===== config.mk =====
export PLATFORM = sky130hd
export DESIGN_NAME = isobmff_exif_locator
export DESIGN_NICKNAME = d
export VERILOG_FILES = /design/src/rtl/eil_pkg.sv /design/src/rtl/eil_skid.sv /design/src/rtl/isobmff_exif_locator.sv
export SDC_FILE = /design/constraint.sdc
export NUM_CORES = 2
export LEC_CHECK = 0
export ABC_AREA = 1
export ABC_CLOCK_PERIOD_IN_PS = 23100
export BUFFER_PORTS_ARGS = -buffer_cell sky130_fd_sc_hd__buf_4
export CAP_MARGIN = 20
export CELL_PAD_IN_SITES_DETAIL_PLACEMENT = 0
export CELL_PAD_IN_SITES_GLOBAL_PLACEMENT = 1
export CORE_UTILIZATION = 49
export CTS_CLUSTER_DIAMETER = 150
export DETAILED_ROUTE_END_ITERATION = 6
export GPL_TIMING_DRIVEN = 0
export PLACE_DENSITY_LB_ADDON = 0.1
export SETUP_SLACK_MARGIN = 0.5
export SYNTH_ARGS = -nofsm -noshare
export SYNTH_HDL_FRONTEND = slang
export SYNTH_SLANG_ARGS = --single-unit

===== constraint.sdc =====
create_clock -name clk -period 23.1 [get_ports clk]
set_clock_uncertainty 0.05 [all_clocks]
set_input_delay 2.31 -clock clk [delete_from_list [all_inputs] [get_ports clk]]
set_output_delay 2.31 -clock clk [all_outputs]
set_load 0.02 [all_outputs]

===== src/rtl/eil_pkg.sv =====
// Shared types and constants for the ISO-BMFF EXIF locator.
// Holds the walk phase encoding, the result beat layout, outcome codes and
// the fixed EXIF lead sequence. No dependencies.
`default_nettype none

package eil_pkg;

  typedef enum logic [6:0] {
    PH_TOP_HDR  = 7'b0000001,
    PH_TOP_SKIP = 7'b0000010,
    PH_IN_HDR   = 7'b0000100,
    PH_IN_SKIP  = 7'b0001000,
    PH_SEARCH   = 7'b0010000,
    PH_EMIT     = 7'b0100000,
    PH_DONE     = 7'b1000000
  } phase_t;

  typedef struct packed {
    logic [7:0] data;
    logic       last;
    logic [2:0] code;
  } result_t;

  localparam logic [2:0] CODE_EXIF      = 3'd0;
  localparam logic [2:0] CODE_NO_OUTER  = 3'd1;
  localparam logic [2:0] CODE_BAD_OUTER = 3'd2;
  localparam logic [2:0] CODE_NO_INNER  = 3'd3;
  localparam logic [2:0] CODE_NO_TIFF   = 3'd4;

  localparam logic [1:0] REG_FILE_LENGTH = 2'd0;
  localparam logic [1:0] REG_OUTER_TYPE  = 2'd1;
  localparam logic [1:0] REG_INNER_TYPE  = 2'd2;

  localparam int unsigned CFG_BITS = 48;

  localparam logic [31:0] TYPE_MOOV = 32'h6D6F6F76;
  localparam logic [31:0] TYPE_UUID = 32'h75756964;

  // 'I','I',42 as seen in the three most recent bytes
  localparam logic [23:0] TIFF_MARK = 24'h49492A;

  localparam logic [4:0] HDR_NONE = 5'd0;
  localparam logic [4:0] HDR_EXT  = 5'd1;
  localparam logic [4:0] HDR_LEN  = 5'd8;
  localparam logic [4:0] HDR_LONG = 5'd16;

  localparam logic [3:0] LEAD_LAST = 4'd9;

  // 'E','x','i','f',0,0 then the TIFF header 'I','I',42,0
  function automatic logic [7:0] lead_byte(input logic [3:0] idx);
    logic [7:0] b;
    case (idx)
      4'd0:    b = 8'h45;
      4'd1:    b = 8'h78;
      4'd2:    b = 8'h69;
      4'd3:    b = 8'h66;
      4'd6:    b = 8'h49;
      4'd7:    b = 8'h49;
      4'd8:    b = 8'h2A;
      default: b = 8'h00;
    endcase
    return b;
  endfunction

endpackage

`default_nettype wire


===== src/rtl/eil_skid.sv =====
// Two-entry result buffer: an output register plus one skid slot.
// Depends on eil_pkg for the result beat layout.
`default_nettype none

module eil_skid (
  input  wire              clk,
  input  wire              rst,
  input  wire              push,
  input  eil_pkg::result_t push_data,
  output logic             full,
  output logic             out_valid,
  input  wire              out_ready,
  output eil_pkg::result_t out_data
);

  eil_pkg::result_t slot0;
  eil_pkg::result_t slot1;
  logic [1:0]       count;
  logic             pop;

  assign pop       = out_valid && out_ready;
  assign full      = (count == 2'd2);
  assign out_valid = (count != 2'd0);
  assign out_data  = slot0;

  always_ff @(posedge clk) begin
    if (rst) begin
      count <= 2'd0;
    end else begin
      case (count)
        2'd0: begin
          if (push) count <= 2'd1;
        end
        2'd1: begin
          if (push && !pop) count <= 2'd2;
          else if (!push && pop) count <= 2'd0;
        end
        2'd2: begin
          if (pop) count <= 2'd1;
        end
        default: count <= 2'd0;
      endcase
    end
  end

  // payload: refill the head from the skid slot or straight from the push
  always_ff @(posedge clk) begin
    if (count == 2'd2) begin
      if (pop) slot0 <= slot1;
    end else if (push) begin
      if (count == 2'd0 || pop) slot0 <= push_data;
      else slot1 <= push_data;
    end
  end

endmodule

`default_nettype wire


===== src/rtl/isobmff_exif_locator.sv =====
// Top level of the ISO-BMFF EXIF locator: box walk, TIFF search and lead burst.
// Depends on eil_pkg and eil_skid.
`default_nettype none

// Feed the file one byte per beat on in_byte. The block walks the top-level
// boxes for outer_box_type, walks that box's children for inner_box_type and
// scans the child's content for the TIFF header 'I','I',42,0. On a hit it
// sends 'E','x','i','f',0,0, the TIFF header and the rest of the child box,
// with last high on the final beat; any failure gives one beat with last
// high, out_byte zero and a nonzero outcome. After file_length bytes the walk
// restarts for the next file. Rate: one input beat per clock while the output
// buffer has room; each byte is handled in the cycle it is accepted, and its
// result lands in a two-entry output buffer. The other exception is a TIFF
// hit: that byte yields ten beats, and input holds off while the other
// nine leave by the single output port. Write registers only while the block is
// idle; writes take effect at once and do not restart the walk.
module isobmff_exif_locator #(
  parameter int unsigned POSITION_BITS = 48
) (
  input  wire                            clk,
  input  wire                            rst,
  input  wire                            in_valid,
  output logic                           in_ready,
  input  wire  [7:0]                     in_byte,
  output logic                           out_valid,
  input  wire                            out_ready,
  output logic [7:0]                     out_byte,
  output logic                           last,
  output logic [2:0]                     outcome,
  input  wire                            cfg_write,
  input  wire  [1:0]                     cfg_index,
  input  wire  [eil_pkg::CFG_BITS-1:0]   cfg_data
);

  localparam int unsigned P = POSITION_BITS;

  // configuration
  logic [P-1:0] file_length;
  logic [31:0]  outer_box_type;
  logic [31:0]  inner_box_type;
  logic [63:0]  cfg_wide;

  // walk state
  eil_pkg::phase_t phase, phase_next;
  logic [P-1:0]    file_position, file_position_next;
  logic [3:0]      header_count, header_count_next;
  logic [63:0]     box_size, box_size_next;
  logic [31:0]     box_type, box_type_next;
  logic [P-1:0]    skip_left, skip_left_next;
  logic [P-1:0]    outer_content_left, outer_content_left_next;
  logic [P-1:0]    inner_content_left, inner_content_left_next;
  logic [23:0]     recent_bytes, recent_bytes_next;

  // lead burst counter: zero when idle, else index of the next lead beat
  logic [3:0] lead_idx, lead_idx_next;

  logic accept;
  logic buf_full;
  logic buf_push;
  eil_pkg::result_t buf_data;
  eil_pkg::result_t buf_head;

  logic             res_valid;
  eil_pkg::result_t res;
  logic             hit;

  // header byte intake, shared by both header phases
  logic [63:0]  ht_size;
  logic [31:0]  ht_type;
  logic [4:0]   ht_r;
  logic [63:0]  content;
  logic [P-1:0] pos_inc;
  logic [P-1:0] room_now;
  logic [P-1:0] room_inc;
  logic [P-1:0] outer_dec;
  logic [P-1:0] skip_dec;
  logic [P-1:0] inner_dec;

  function automatic logic [P-1:0] room_from(input logic [P-1:0] n,
                                             input logic [P-1:0] len);
    return (n < len) ? (len - n) : '0;
  endfunction

  assign cfg_wide = 64'(cfg_data);

  always_ff @(posedge clk) begin
    if (rst) begin
      file_length    <= P'(1);
      outer_box_type <= eil_pkg::TYPE_MOOV;
      inner_box_type <= eil_pkg::TYPE_UUID;
    end else if (cfg_write) begin
      case (cfg_index)
        eil_pkg::REG_FILE_LENGTH: file_length    <= cfg_wide[P-1:0];
        eil_pkg::REG_OUTER_TYPE:  outer_box_type <= cfg_data[31:0];
        eil_pkg::REG_INNER_TYPE:  inner_box_type <= cfg_data[31:0];
        default: ;
      endcase
    end
  end

  assign in_ready = (lead_idx == 4'd0) && !buf_full;
  assign accept   = in_valid && in_ready;

  assign pos_inc   = file_position + P'(1);
  assign room_now  = room_from(file_position, file_length);
  assign room_inc  = room_from(pos_inc, file_length);
  assign outer_dec = (outer_content_left != '0) ? outer_content_left - P'(1) : '0;
  assign skip_dec  = (skip_left != '0) ? skip_left - P'(1) : '0;
  assign inner_dec = (inner_content_left != '0) ? inner_content_left - P'(1) : '0;

  // bytes 4..7 of a header are the type, all others feed the size
  always_comb begin
    ht_size = box_size;
    ht_type = box_type;
    if (header_count[3:2] == 2'b01) ht_type = {box_type[23:0], in_byte};
    else ht_size = {box_size[55:0], in_byte};
    if (header_count == 4'd7) ht_r = (ht_size == 64'd1) ? eil_pkg::HDR_EXT : eil_pkg::HDR_LEN;
    else if (header_count == 4'd15) ht_r = eil_pkg::HDR_LONG;
    else ht_r = eil_pkg::HDR_NONE;
    content = ht_size - 64'(ht_r);
  end

  always_comb begin
    phase_next              = phase;
    file_position_next      = pos_inc;
    header_count_next       = header_count;
    box_size_next           = box_size;
    box_type_next           = box_type;
    skip_left_next          = skip_left;
    outer_content_left_next = outer_content_left;
    inner_content_left_next = inner_content_left;
    recent_bytes_next       = recent_bytes;
    res_valid               = 1'b0;
    res                     = '{data: 8'h00, last: 1'b1, code: eil_pkg::CODE_EXIF};
    hit                     = 1'b0;

    case (phase)
      eil_pkg::PH_TOP_HDR: begin
        if (header_count == 4'd0 && room_now < P'(8)) begin
          res_valid = 1'b1;
          res.code = eil_pkg::CODE_NO_OUTER;
          phase_next = eil_pkg::PH_DONE;
        end else begin
          header_count_next = header_count + 4'd1;
          box_size_next     = ht_size;
          box_type_next     = ht_type;
          if (ht_r == eil_pkg::HDR_EXT) begin
            if (room_inc < P'(8)) begin
              res_valid = 1'b1;
              res.code = eil_pkg::CODE_NO_OUTER;
              phase_next = eil_pkg::PH_DONE;
            end else begin
              box_size_next = '0;
            end
          end else if (ht_r != eil_pkg::HDR_NONE) begin
            if (ht_size < 64'(ht_r) || content > 64'(room_inc)) begin
              res_valid = 1'b1;
              res.code = eil_pkg::CODE_BAD_OUTER;
              phase_next = eil_pkg::PH_DONE;
            end else if (ht_type == outer_box_type) begin
              outer_content_left_next = content[P-1:0];
              if (content < 64'd8) begin
                res_valid = 1'b1;
                res.code = eil_pkg::CODE_NO_INNER;
                phase_next = eil_pkg::PH_DONE;
              end else begin
                phase_next = eil_pkg::PH_IN_HDR;
                header_count_next = '0;
                box_size_next = '0;
                box_type_next = '0;
              end
            end else if (content == 64'd0) begin
              if (room_inc < P'(8)) begin
                res_valid = 1'b1;
                res.code = eil_pkg::CODE_NO_OUTER;
                phase_next = eil_pkg::PH_DONE;
              end else begin
                header_count_next = '0;
                box_size_next = '0;
                box_type_next = '0;
              end
            end else begin
              skip_left_next = content[P-1:0];
              phase_next = eil_pkg::PH_TOP_SKIP;
            end
          end
        end
      end

      eil_pkg::PH_TOP_SKIP: begin
        skip_left_next = skip_dec;
        if (skip_dec == '0) begin
          if (room_inc < P'(8)) begin
            res_valid = 1'b1;
            res.code = eil_pkg::CODE_NO_OUTER;
            phase_next = eil_pkg::PH_DONE;
          end else begin
            phase_next = eil_pkg::PH_TOP_HDR;
            header_count_next = '0;
            box_size_next = '0;
            box_type_next = '0;
          end
        end
      end

      eil_pkg::PH_IN_HDR: begin
        outer_content_left_next = outer_dec;
        header_count_next = header_count + 4'd1;
        box_size_next     = ht_size;
        box_type_next     = ht_type;
        if (ht_r == eil_pkg::HDR_EXT) begin
          if (outer_dec < P'(8)) begin
            res_valid = 1'b1;
            res.code = eil_pkg::CODE_NO_INNER;
            phase_next = eil_pkg::PH_DONE;
          end else begin
            box_size_next = '0;
          end
        end else if (ht_r != eil_pkg::HDR_NONE) begin
          if (ht_size < 64'(ht_r) || content > 64'(outer_dec)) begin
            res_valid = 1'b1;
            res.code = eil_pkg::CODE_NO_INNER;
            phase_next = eil_pkg::PH_DONE;
          end else if (ht_type == inner_box_type) begin
            inner_content_left_next = content[P-1:0];
            recent_bytes_next = '0;
            if (content == 64'd0) begin
              res_valid = 1'b1;
              res.code = eil_pkg::CODE_NO_TIFF;
              phase_next = eil_pkg::PH_DONE;
            end else begin
              phase_next = eil_pkg::PH_SEARCH;
            end
          end else if (content == 64'd0) begin
            if (outer_dec < P'(8)) begin
              res_valid = 1'b1;
              res.code = eil_pkg::CODE_NO_INNER;
              phase_next = eil_pkg::PH_DONE;
            end else begin
              header_count_next = '0;
              box_size_next = '0;
              box_type_next = '0;
            end
          end else begin
            skip_left_next = content[P-1:0];
            phase_next = eil_pkg::PH_IN_SKIP;
          end
        end
      end

      eil_pkg::PH_IN_SKIP: begin
        outer_content_left_next = outer_dec;
        skip_left_next = skip_dec;
        if (skip_dec == '0) begin
          if (outer_dec < P'(8)) begin
            res_valid = 1'b1;
            res.code = eil_pkg::CODE_NO_INNER;
            phase_next = eil_pkg::PH_DONE;
          end else begin
            phase_next = eil_pkg::PH_IN_HDR;
            header_count_next = '0;
            box_size_next = '0;
            box_type_next = '0;
          end
        end
      end

      eil_pkg::PH_SEARCH: begin
        inner_content_left_next = inner_dec;
        // the header counts only when at least one content byte follows it
        if (recent_bytes == eil_pkg::TIFF_MARK && in_byte == 8'h00 && inner_dec != '0) begin
          hit = 1'b1;
          res_valid = 1'b1;
          res = '{data: eil_pkg::lead_byte(4'd0), last: 1'b0, code: eil_pkg::CODE_EXIF};
          phase_next = eil_pkg::PH_EMIT;
        end else begin
          recent_bytes_next = {recent_bytes[15:0], in_byte};
          if (inner_dec == '0) begin
            res_valid = 1'b1;
            res.code = eil_pkg::CODE_NO_TIFF;
            phase_next = eil_pkg::PH_DONE;
          end
        end
      end

      eil_pkg::PH_EMIT: begin
        inner_content_left_next = inner_dec;
        res_valid = 1'b1;
        res = '{data: in_byte, last: (inner_dec == '0), code: eil_pkg::CODE_EXIF};
        if (inner_dec == '0) phase_next = eil_pkg::PH_DONE;
      end

      default: ;  // done: drop bytes until the file ends
    endcase

    // end of file: restart the walk for the next one
    if (pos_inc >= file_length) begin
      phase_next              = eil_pkg::PH_TOP_HDR;
      file_position_next      = '0;
      header_count_next       = '0;
      box_size_next           = '0;
      box_type_next           = '0;
      skip_left_next          = '0;
      outer_content_left_next = '0;
      inner_content_left_next = '0;
      recent_bytes_next       = '0;
    end
  end

  // lead burst: the first lead beat goes out with the hit byte, the rest
  // follow one per cycle while the buffer has room and input holds off
  always_comb begin
    lead_idx_next = lead_idx;
    if (accept && hit) lead_idx_next = 4'd1;
    else if (lead_idx != 4'd0 && !buf_full)
      lead_idx_next = (lead_idx == eil_pkg::LEAD_LAST) ? 4'd0 : lead_idx + 4'd1;
  end

  always_comb begin
    if (accept) begin
      buf_push = res_valid;
      buf_data = res;
    end else begin
      buf_push = (lead_idx != 4'd0) && !buf_full;
      buf_data = '{data: eil_pkg::lead_byte(lead_idx), last: 1'b0,
                   code: eil_pkg::CODE_EXIF};
    end
  end

  always_ff @(posedge clk) begin
    if (rst) begin
      phase              <= eil_pkg::PH_TOP_HDR;
      file_position      <= '0;
      header_count       <= '0;
      box_size           <= '0;
      box_type           <= '0;
      skip_left          <= '0;
      outer_content_left <= '0;
      inner_content_left <= '0;
      recent_bytes       <= '0;
      lead_idx           <= '0;
    end else begin
      lead_idx <= lead_idx_next;
      if (accept) begin
        phase              <= phase_next;
        file_position      <= file_position_next;
        header_count       <= header_count_next;
        box_size           <= box_size_next;
        box_type           <= box_type_next;
        skip_left          <= skip_left_next;
        outer_content_left <= outer_content_left_next;
        inner_content_left <= inner_content_left_next;
        recent_bytes       <= recent_bytes_next;
      end
    end
  end

  eil_skid u_skid (
    .clk       (clk),
    .rst       (rst),
    .push      (buf_push),
    .push_data (buf_data),
    .full      (buf_full),
    .out_valid (out_valid),
    .out_ready (out_ready),
    .out_data  (buf_head)
  );

  assign out_byte = buf_head.data;
  assign last     = buf_head.last;
  assign outcome  = buf_head.code;

endmodule

`default_nettype wire

==> out/metrics.cfg <==
[timing]
maxSlewHeadroom_pct=10.5
final-max-slew-violation-count=0
period_minus_slack_ns=10.63
setup_viol=0
timing.fmax_mhz=94.0
rsz0062_at_grt=false
worst_slew_pin_slew_ns=1.34
layout_worst_path_cycle_share_pct=46.0
tns_ns=0
final_hold_viol_count=0

[cts]
cts-root-buf=clkbuf_16
cts_buffers=57
clockBufferDepth=3
cts-htree-levels=2
path_clk_slew_ns=0.07
postCtsSetupBuffers=0
insertion_delay_ns=0.69
clock-sinks=465
cts_resized=0
cts_hold_buf=0
tritoncts=done

[floorplanning]
die_area_mm2=0.0825
die_x_um=287
core_mm2=0.0805
io-pin-count=77
die_h_um=287
rows=104
start_util_pct=49.5

[routing]
ant_nets=0
vias=45600
routed_via_density=5.82
drt_pass1_iterations=7
drtIter0Drc=4680
drc=4
routedWlPerCell_um=21.9
wirelength_um=171000

[critical_path]
slowest_stage=clkbuf_1
path_depth=38
end_kind=flip-flop
cp_data_required_time_ns=23.62
crit_path_max_incr_delay_ns=0.87
critPathLaunchType=flip-flop
critical-path-top-delay-family=simple AND/OR/NAND/NOR gates
r2r_cells=38
critPathArrivalTime_ns=11.16
crit_buf_inv=9
crit_fanout=10
path_common_cell=nand2_1
critical_path_class=flip-flop to flip-flop

[cells_and_area]
syn_to_final_growth_pct=10.2
layout.nets=6984
fillers=8530
final_layout_size_suffix_gt1_share_pct=6.18
fin_util_pct=54.5

[yosys]
synth_seq_area_share_pct=24.0
syn_inst=6575
synth-adder-area-share_pct=6.26
synth-seq-cells=465
synth_compound_area_share_pct=18.0
synthMuxAreaShare_pct=0.110
synth_top_family_by_area=simple AND/OR/NAND/NOR gates
synth-simple-area-share_pct=36.3
yosysUniqueCellTypes=80
syn_area_mm2=0.0399
syn_nets=6837
synth_xor_area_share_pct=5.27
synth_edf_count=24
async_reset_ff_share_pct=0
avgSynthCellArea_um2=6.06
yosys_warnings=0
ys.flop_type=dfxtp_1

[power_and_ir_drop]
ir_worst_vdd_mv=0.0757
p_leak_nw=20.9
powerDensity_mw_per_mm2=107

[min_path]
hp-class=flip-flop to flip-flop
hold_depth=2

[placed_design]
dp.final_hpwl_um=137000
port_buffers=75
gp_congestion=1.03

[outcome]
violations=design-rule violations
status=finished, violations left

[global_route]
groute.usage.overall_pct=40.1
grt.overflow.total=0
grt_pass1_wl_um=253000
grt_max_degree=19
grt_pass1_vias=41700
antenna_found_initial=6

[flow_run]
drv_cap=0

[registers in the layout, indices dropped and copies added (netlist names), 32 cells and up]
signal and flops:
box_size 64, file_length 48, file_position 48, outer_box_type 32, box_type 32, outer_content_left 48
skip_left 48, inner_box_type 32, inner_content_left 48
[stage by stage]
| stage | area (um^2) | hold slack [ns] | std cells | setup slack [ns] | total power, W |
|---|---|---|---|---|---|
| CTS | 43900 | 0.415 | 7824 | 12.40 | 0.00459 |
| finish | 43900 | 0.414 | 7832 | 12.47 | 0.00469 |
| detailed placement | 41900 | 0.405 | 7718 | 12.42 | 0.00361 |
| global placement | 41800 | 0.402 | 7710 | 12.13 | 0.00359 |
| global route | 43900 | 0.428 | 7829 | 12.02 | 0.00496 |
| floorplan | 39900 | 0.385 | 6575 | 15.34 | 0.00280 |
[cell type report]
type | instances | area [um^2] | share of cell area [%]
Buffer | 234 | 1130 | 2.58
Multi-Input combinational cell | 5105 | 26300 | 59.9
Clock inverter | 36 | 472 | 1.07
Tap cell | 1060 | 1330 | 3.02
Sequential cell | 465 | 9550 | 21.7
Inverter | 771 | 2890 | 6.59
Timing Repair Buffer | 88 | 686 | 1.56
Clock buffer | 70 | 1560 | 3.54
Antenna cell | 3 | 7.51 | 0.0171
[where the power goes]
| part | switching (W) | internal [W] |
|---|---|---|
| combinational | 0.00187 | 0.000793 |
| sequential | 0.000116 | 0.000920 |
| clock | 0.000425 | 0.000563 |
| total | 0.00241 | 0.00228 |
[placed cells by master, fill, tap and decap left out, types with 9 or more instances in the layout]
cell / netlist / routed
edfxtp_1: 24 / 24
buf_4: 16 / 97
buf_1: 9 / 9
nand3_1: 381 / 381
buf_2: 36 / 38
nand4_1: 178 / 178
xor2_1: 177 / 174
clkinv_1: 4 / 9
clkbuf_16: 0 / 57
nor2_4: 10 / 10
nor2_2: 27 / 27
nand2_1: 1490 / 1490
nand2_2: 10 / 10
xnor2_1: 61 / 61
ha_1: 198 / 198
o21ai_1: 52 / 52
a31oi_1: 14 / 14
a211oi_2: 17 / 17
nor3_1: 90 / 90
inv_2: 14 / 14
dfxtp_1: 441 / 441
nor2_1: 1000 / 1000
a21oi_1: 578 / 578
a21o_1: 13 / 13
nor4_1: 56 / 56
nand3_2: 9 / 9
clkbuf_1: 154 / 159
o21a_1: 25 / 25
nand3b_1: 27 / 27
buf_6: 18 / 18
a211oi_1: 24 / 24
or2_2: 34 / 34
o211ai_1: 35 / 35
o22ai_1: 30 / 30
inv_1: 753 / 753
o21ai_0: 456 / 456
o21bai_1: 9 / 9
[worst reg2reg max path, delay by kind of cell (launching register included)]
family,cells,cell delay [ns]
adders and majority gates,2,0.72
AOI/OAI and AO/OA,4,1.43
xor gates and xnor gates,1,0.14
DFF,1,0.38
and+or+nand+nor,22,4.60
buffers and inverters,9,3.22
[layer usage]
layer | share of wire, % | GRT usage [%]
met3 | 7.7 | 5.56
met5 | 0.018 | 0
met4 | 6.6 | 23.8
met1 | 40 | 50.2
met2 | 45 | 65.5
[cells by family after synthesis]
| family | Yosys count |
|---|---|
| compound gates | 1307 |
| xor+xnor | 239 |
| fa+ha+maj | 199 |
| buf+inv | 1005 |
| flops | 465 |
| mux | 4 |
| simple gates | 3356 |
[synth_stat cells (all sizes together) (14+ instances only)]
cell    instances  area share (%)
a211oi         41            0.99
edfxtp         24             1.8
a31oi          14            0.22
nand3         391             5.1
nor3           98             1.3
nor2         1038              10
inv           767             7.2
clkbuf        154             1.4
nand2        1502              14
a21oi         579             7.3
o211ai         35            0.66
nand3b         28            0.56
o22ai          30            0.47
dfxtp         441              22
xnor2          61             1.3
xor2          178             3.9
ha            198             6.2
o21ai         514             6.5
nand4         182             3.0
o21a           25            0.47
buf            80             1.4
nor4           59            0.99
or2            36            0.56
[path summary, 6_finish.rpt]
| path | start | end | slack [ns] |
|---|---|---|---|
| setup / recovery | file_position[0] | outer_content_left[29] | 12.47 |
| hold / removal | box_size[59] | box_size[59] | 0.41 |
| setup reg to reg | file_position[0] | outer_content_left[29] | 12.47 |
| hold reg to reg | box_size[59] | box_size[59] | 0.41 |
Power figures use the tool's default switching activity.
